`src/design/plist_pkg.sv`:
```
package plist_pkg;

   localparam logic [1:0] MODE_INSERT = 2'd0;
   localparam logic [1:0] MODE_REMOVE = 2'd1;
   localparam logic [1:0] MODE_FIND   = 2'd2;
   localparam logic [1:0] MODE_CLEAR  = 2'd3;

   localparam logic [2:0] ST_OK        = 3'd0;
   localparam logic [2:0] ST_EMPTY     = 3'd1;
   localparam logic [2:0] ST_NOT_FOUND = 3'd2;
   localparam logic [2:0] ST_FULL      = 3'd3;
   localparam logic [2:0] ST_BAD_POS   = 3'd4;

   localparam int POS_BITS   = 4;
   localparam int COUNT_BITS = 5;
   localparam int DATA_BITS  = 32;

   // shift command broadcast to every cell of the chain
   typedef struct packed {
      logic ins;   // open a slot at sel_pos, shift tail right
      logic rem;   // drop slot at sel_pos, shift tail left
   } cell_op_type;

endpackage

```
`src/design/positional_list_engine.sv`:
```
// A command is taken into the pending-result register; its result beat is then
//   registered in the result register once that register is free (rsp_stall low).
// No new command is taken while one is pending; the pending-result register holds the
//   next command off until the match vector of the cell chain is resolved.
// Reset clears the entry count and all valid flags; cell contents are left as is
//   and are only read below the count.
module positional_list_engine
   import plist_pkg::*;
#(
   parameter int CAPACITY   = 16,
   parameter int VALUE_BITS = 32
) (
   input  logic                    clock,
   input  logic                    reset,
   input  logic                    req_valid,
   output logic                    req_stall,
   input  logic [1:0]              req_mode,
   input  logic [POS_BITS-1:0]     req_position,
   input  logic signed [DATA_BITS-1:0] req_value,
   output logic                    rsp_valid,
   input  logic                    rsp_stall,
   output logic [2:0]              rsp_status,
   output logic [POS_BITS-1:0]     rsp_found_position,
   output logic [COUNT_BITS-1:0]   rsp_entry_count
);

   localparam int IDX_W = (CAPACITY > 1) ? $clog2(CAPACITY) : 1;
   localparam int CNT_W = $clog2(CAPACITY + 1);
   // common width for comparing the 4-bit position against the count
   localparam int CMP_W = (CNT_W > POS_BITS) ? CNT_W : POS_BITS;
   localparam logic [CMP_W-1:0] CAP_C = CMP_W'(CAPACITY);

   // ---------------------------------------------------------------------
   // Control registers
   // ---------------------------------------------------------------------
   logic [CNT_W-1:0]      length_ff, length_in;
   logic                  pend_ff, pend_in;            // command awaits result
   logic                  pend_find_ff, pend_find_in;  // it is a find to resolve
   logic [2:0]            pend_status_ff, pend_status_in;
   logic [VALUE_BITS-1:0] key_ff, key_in;
   logic                  rsp_valid_ff, rsp_valid_in;
   logic [2:0]            status_ff, status_in;
   logic [POS_BITS-1:0]   found_ff, found_in;
   logic [COUNT_BITS-1:0] count_ff, count_in;

   logic                  req_take;
   logic                  rsp_load;
   logic [CMP_W-1:0]      len_c;
   logic [CMP_W-1:0]      pos_c;
   logic [VALUE_BITS-1:0] req_val_n;
   cell_op_type           op;
   logic [IDX_W-1:0]      sel_pos;

   // chain wiring
   logic [VALUE_BITS-1:0] entries [CAPACITY];
   logic [CAPACITY-1:0]   hits;
   logic [CAPACITY-1:0]   live_hits;
   logic                  any_hit;
   logic [IDX_W-1:0]      first_idx;

   assign req_stall = pend_ff;
   assign req_take  = req_valid & ~req_stall;
   // result register free when empty or being drained this cycle
   assign rsp_load  = pend_ff & (~rsp_valid_ff | ~rsp_stall);

   assign len_c     = CMP_W'(length_ff);
   assign pos_c     = CMP_W'(req_position);
   assign req_val_n = VALUE_BITS'($unsigned(req_value));

   // ---------------------------------------------------------------------
   // Command decode: status and count update happen at acceptance; cells
   // shift in the same edge. Only find needs the chain's match vector, which is
   // looked at from the registered key when the result register loads.
   // ---------------------------------------------------------------------
   always_comb begin
      length_in      = length_ff;
      pend_in        = pend_ff;
      pend_find_in   = pend_find_ff;
      pend_status_in = pend_status_ff;
      key_in         = key_ff;
      op             = '0;
      sel_pos        = '0;

      if (rsp_load) begin
         pend_in = 1'b0;
      end

      if (req_take) begin
         pend_in        = 1'b1;
         pend_find_in   = 1'b0;
         pend_status_in = ST_OK;
         key_in         = req_val_n;
         unique case (req_mode)
            MODE_INSERT: begin
               if (len_c >= CAP_C) begin
                  pend_status_in = ST_FULL;
               end else begin
                  // past the end appends; empty list lands at slot 0 too
                  sel_pos   = (pos_c > len_c) ? IDX_W'(len_c) : IDX_W'(pos_c);
                  op.ins    = 1'b1;
                  length_in = length_ff + CNT_W'(1);
               end
            end
            MODE_REMOVE: begin
               if (length_ff == '0) begin
                  pend_status_in = ST_EMPTY;
               end else if (pos_c >= len_c) begin
                  pend_status_in = ST_BAD_POS;
               end else begin
                  sel_pos   = IDX_W'(pos_c);
                  op.rem    = 1'b1;
                  length_in = length_ff - CNT_W'(1);
               end
            end
            MODE_FIND: begin
               if (length_ff == '0) begin
                  pend_status_in = ST_EMPTY;
               end else begin
                  pend_find_in = 1'b1;
               end
            end
            MODE_CLEAR: begin
               length_in = '0;
            end
            default: begin
               length_in = length_ff;
            end
         endcase
      end
   end

   // ---------------------------------------------------------------------
   // Cell chain: cell i holds entry i, shifts in from its neighbors
   // ---------------------------------------------------------------------
   for (genvar g = 0; g < CAPACITY; g++) begin : g_cell
      logic [VALUE_BITS-1:0] left_v;
      logic [VALUE_BITS-1:0] right_v;

      if (g == 0) begin : g_head
         assign left_v = req_val_n;
      end else begin : g_mid_l
         assign left_v = entries[g-1];
      end

      if (g == CAPACITY - 1) begin : g_tail
         assign right_v = entries[g];
      end else begin : g_mid_r
         assign right_v = entries[g+1];
      end

      plist_cell #(
         .INDEX      (g),
         .IDX_W      (IDX_W),
         .VALUE_BITS (VALUE_BITS)
      ) u_cell (
         .clock     (clock),
         .op        (op),
         .sel_pos   (sel_pos),
         .ins_value (req_val_n),
         .left_in   (left_v),
         .right_in  (right_v),
         .key       (key_ff),
         .entry     (entries[g]),
         .hit       (hits[g])
      );

      // only entries below the count take part in a find
      assign live_hits[g] = hits[g] & (CNT_W'(g) < length_ff);
   end

   plist_first #(
      .CAPACITY (CAPACITY),
      .IDX_W    (IDX_W)
   ) u_first (
      .hits      (live_hits),
      .any_hit   (any_hit),
      .first_idx (first_idx)
   );

   // ---------------------------------------------------------------------
   // Result register
   // ---------------------------------------------------------------------
   always_comb begin
      rsp_valid_in = rsp_valid_ff;
      status_in    = status_ff;
      found_in     = found_ff;
      count_in     = count_ff;

      if (rsp_valid_ff & ~rsp_stall) begin
         rsp_valid_in = 1'b0;
      end

      if (rsp_load) begin
         rsp_valid_in = 1'b1;
         count_in     = COUNT_BITS'(length_ff);
         found_in     = '0;
         if (pend_find_ff) begin
            if (any_hit) begin
               status_in = ST_OK;
               found_in  = POS_BITS'(first_idx);
            end else begin
               status_in = ST_NOT_FOUND;
            end
         end else begin
            status_in = pend_status_ff;
         end
      end
   end

   always_ff @(posedge clock) begin
      if (reset) begin
         length_ff    <= '0;
         pend_ff      <= 1'b0;
         pend_find_ff <= 1'b0;
         rsp_valid_ff <= 1'b0;
      end else begin
         length_ff    <= length_in;
         pend_ff      <= pend_in;
         pend_find_ff <= pend_find_in;
         rsp_valid_ff <= rsp_valid_in;
      end
   end

   always_ff @(posedge clock) begin
      pend_status_ff <= pend_status_in;
      key_ff         <= key_in;
      status_ff      <= status_in;
      found_ff       <= found_in;
      count_ff       <= count_in;
   end

   assign rsp_valid          = rsp_valid_ff;
   assign rsp_status         = status_ff;
   assign rsp_found_position = found_ff;
   assign rsp_entry_count    = count_ff;

endmodule

```
`src/design/plist_cell.sv`:
```
module plist_cell
   import plist_pkg::*;
#(
   parameter int INDEX      = 0,
   parameter int IDX_W      = 4,
   parameter int VALUE_BITS = 32
) (
   input  logic                  clock,
   input  cell_op_type           op,
   input  logic [IDX_W-1:0]      sel_pos,
   input  logic [VALUE_BITS-1:0] ins_value,
   input  logic [VALUE_BITS-1:0] left_in,
   input  logic [VALUE_BITS-1:0] right_in,
   input  logic [VALUE_BITS-1:0] key,
   output logic [VALUE_BITS-1:0] entry,
   output logic                  hit
);

   localparam logic [IDX_W-1:0] MY_IDX = IDX_W'(INDEX);

   logic [VALUE_BITS-1:0] entry_ff;
   logic [VALUE_BITS-1:0] entry_in;

   always_comb begin
      entry_in = entry_ff;
      if (op.ins) begin
         if (MY_IDX == sel_pos) begin
            entry_in = ins_value;
         end else if (MY_IDX > sel_pos) begin
            entry_in = left_in;
         end
      end else if (op.rem) begin
         if (MY_IDX >= sel_pos) begin
            entry_in = right_in;
         end
      end
   end

   always_ff @(posedge clock) begin
      entry_ff <= entry_in;
   end

   assign entry = entry_ff;
   assign hit   = (entry_ff == key);

endmodule

```
`src/design/plist_first.sv`:
```
module plist_first #(
   parameter int CAPACITY = 16,
   parameter int IDX_W    = 4
) (
   input  logic [CAPACITY-1:0] hits,
   output logic                any_hit,
   output logic [IDX_W-1:0]    first_idx
);

   // lowest set bit wins
   always_comb begin
      any_hit   = |hits;
      first_idx = '0;
      for (int i = CAPACITY - 1; i >= 0; i--) begin
         if (hits[i]) begin
            first_idx = IDX_W'(i);
         end
      end
   end

endmodule

```
`config.mk`:
```
export PLATFORM = sky130hd
export DESIGN_NAME = positional_list_engine
export DESIGN_NICKNAME = d
export VERILOG_FILES = /design/src/design/plist_pkg.sv /design/src/design/positional_list_engine.sv /design/src/design/plist_cell.sv /design/src/design/plist_first.sv
export SDC_FILE = /design/constraint.sdc
export NUM_CORES = 2
export LEC_CHECK = 0
export ABC_AREA = 1
export BUFFER_PORTS_ARGS = -buffer_cell sky130_fd_sc_hd__buf_2
export CAP_MARGIN = 20
export CORE_AREA = 8 8 323 294
export DETAILED_ROUTE_END_ITERATION = 8
export DIE_AREA = 0 0 331 302
export SLEW_MARGIN = 20
export SYNTH_ARGS = -nofsm -noshare
export SYNTH_HDL_FRONTEND = slang
export SYNTH_HIERARCHICAL = 1
export SYNTH_SLANG_ARGS = --single-unit
```
`constraint.sdc`:
```
create_clock -name clock -period 8.8 [get_ports clock]
set_input_delay 1.32 -clock clock [delete_from_list [all_inputs] [get_ports clock]]
set_output_delay 1.32 -clock clock [all_outputs]
set_load 0.01 [all_outputs]
```
==> impl_results.md <==
* Power Density at 164 nW/um^2
* Drt via density at 5.21
* Pin count of the biggest net entering global routing at 197
* GR met1 Demand/Resource at 0.346
* Sum of negative setup slack at 0 ns
* First-pass GRT wire length at 191000 um
* Post-Syn Area at 39900 um^2
* Clock sink count at 567
* Per-cell routed wire length at 17.4 um
* Post-CTS sizing at 0
* Crit-path cells: buf_2 > ha_1 > inv_1 > nor2_2 > nand3b_4 > nand2_2 > nand2_2 > nand2_1 > nand3_1 > a21oi_4 > buf_4 > nand2_1 > nor3_4 > buf_4 > inv_2 > nor2_1 > o21ai_1
* Setup repair after global routing missed its margin: false
* Vias in the first global route at 32900
* I/O Pins at 56
* Ys flop type: edfxtp_1
* Layout area overhead at 8.68%
* Yosys top cell area share at 0.421
* Yosys warning count at 6
* Most frequent cell after synthesis: nand2_1
* Final hold vios at 0
* Via count at 36800
* Starting Density at 0.444
* Vertical die dimension at 302 um
* Num CTS Buffers at 70
* Layout fillers at 9031
* Die width at 331 um
* Tot GR Track Use at 0.239
* Fraction of layout cells with a size suffix above 1 at 0.0648
* Area of the multi-input gates at 18700 um^2
* Status: finished clean
* Port bufs at 55
* Slew Limit Fails at 0
* Bufs and invs on worst path at 5
* H-tree depth at 3
* Critical path arrival at 5.45 ns
* Worst slew pin tran at 1.11 ns
* TritonCTS clock tree: built
* Final worst-path cycle share at 0.579
* Synth Instances at 5870
* Initial DRC count at 3928
* Sequential area share after synthesis at 0.425
* Post-cts hold buffer count at 0
* Initial antenna violation count at 14
* Number of flops mapped to enable cells by yosys at 559
* Worst setup SP type: input pin
* Worst Hold Class: reg -> reg
* GP Congestion at 0.846
* Max-cap violations at 0
* Pleak at 20.3 nW
* Crit-path max FO at 56
* #FFs+latches synth at 567
* Grt met2 use at 0.368
* CP max-delay cell: buf_4
* Worst VDD drop at 0.114 mV
* Rows at 105
* Core footprint at 89900 um^2
* # nets final at 5893
* Clk root buf: clkbuf_16
* Grt ovf at 0
* Die area at 100000 um^2
* DP Wirelength at 86300 um
* Layout Skew at 0.0222 ns
* Fraction of registers with async set or reset after synthesis at 0
* CP Capture Type: register
* Drt pass-1 iters at 7
* Deepest clock path buffer count at 3
* CP max stage delay at 0.73 ns
* Clock Pin Slew Worst Setup and Hold Paths at 0.05 ns
* Setup Viol. Count Final at 0
* Synth area leader: edfxtp_1
* Clock latency on the worst-skew pair at 0.63 ns
* Slew headroom at 0.258
* Met3 GRT Util at 0.0315
* CP required at 9.16 ns
* Sequential Area at 16900 um^2
* DRC Markers at 0
* Overall Power at 7.10 mW
* Top post-synthesis cells by area: edfxtp_1, nand2_1, nor2_1
* Critical path class: in -> reg
* Crit path time final at 5.09 ns
* Post-synth top cells: nand2_1, nor2_1, inv_1
* Average size of a mapped cell at 6.79 um^2
* Fmax at 196 MHz
* Unique masters post-synth at 50
* Drt total wl at 123000 um
* Top Usage Layer GRT: met2
* Worst path top cell family by delay: simple AND/OR/NAND/NOR gates
* Mapped Nets at 5920
* Routed Antenna Nets at 0
* Post-CTS setup buffer count at 0
## stage by stage
step           worst slack, ns  hold slack [ns]  instance area, um^2  cells  utilization
2_1_floorplan            0.649            0.431                39900   5870            -
3_3_place_gp              3.13            0.456                41100   6944        0.458
3_5_place_dp              3.04            0.462                41100   6944        0.458
4_1_cts                   3.72            0.470                43200   7064        0.481
5_1_grt                   3.39            0.503                43300   7077        0.482
6_report                  3.71            0.464                43300   7077        0.482
## final timing paths
| path | start | end | slack (ns) | depth (start not counted) |
|---|---|---|---|---|
| setup / recovery | req_position[3] | g_cell[14].u_cell/entry[5] | 3.71 | 17 |
| hold / removal | rsp_valid | rsp_valid | 0.46 | 2 |
| setup reg to reg | len_c[2] | g_cell[14].u_cell/entry[5] | 3.78 | 16 |
| hold reg to reg | rsp_valid | rsp_valid | 0.46 | 2 |
## power by group
part | internal [mW] | switching [mW]
combinational | 0.313 | 0.756
sequential | 3.16 | 0.134
clock | 1.57 | 1.17
## layout make-up
class	instances	share of cell area
tap	1177	0.0340
inverter	843	0.0733
timing repair buffer	129	0.0216
clock buffer	95	0.0441
multi-input combinational	4232	0.431
clock inverter	25	0.00376
sequential	567	0.391
antenna	9	0.000520
## flip-flops by register name, indices dropped and copies added (netlist names)
signal	cells
g_cell.u_cell/entry	512
key_ff	32
len_c	5
rsp_entry_count	5
rsp_found_position	4
pend_status_ff	3
rsp_status	3
pend_find_ff	1
req_stall	1
rsp_valid	1
## cells in the final DEF (no fill, tap or decap), drive strengths merged
cell and instances:
a311oi 1, ha 8, nor3 12, nand3 64
bufinv 2, o211a 1, a21oi 475, a221oi 1
nor4 2, xnor2 1, xor2 48, o22ai 1
inv 838, nand3b 1, clkbuf 95, dfxtp 8
a211oi 2, clkinvlp 1, o21ai 462, o21a 2
nor2 1261, nand4 100, nor3b 1, a21boi 4
a41oi 1, a31oi 66, edfxtp 559, or2 3
buf 129, nand2 1714, o22a 1, diode 9
clkinv 27
## logic make-up (layout without fill, tap and decap cells)
group,Yosys count,after routing,synth area share
AO/OA/AOI/OAI,1017,1017,0.136
XOR/XNOR,49,49,0.0108
adder cells (fa/ha/maj),8,8,0.00251
buffers and inverters,1071,1092,0.111
flip-flops,567,567,0.425
other,0,9,0
AND/OR/NAND/NOR,3158,3158,0.315
## worst min-delay path, delay by kind of cell (launching register included)
kind | cells | cell delay, ns
AOI/OAI and AO/OA | 1 | 0.05
and+or+nand+nor | 1 | 0.06
DFF | 1 | 0.32
## layer usage
metal	wire, um	vias to the layer above	part of all wire
met2	52900	1443	0.43
met5	0	-	0
met1	56100	16600	0.46
li1	-	18600	-
met4	4070	0	0.033
met3	9970	222	0.081
Power figures use the tool's default switching activity.
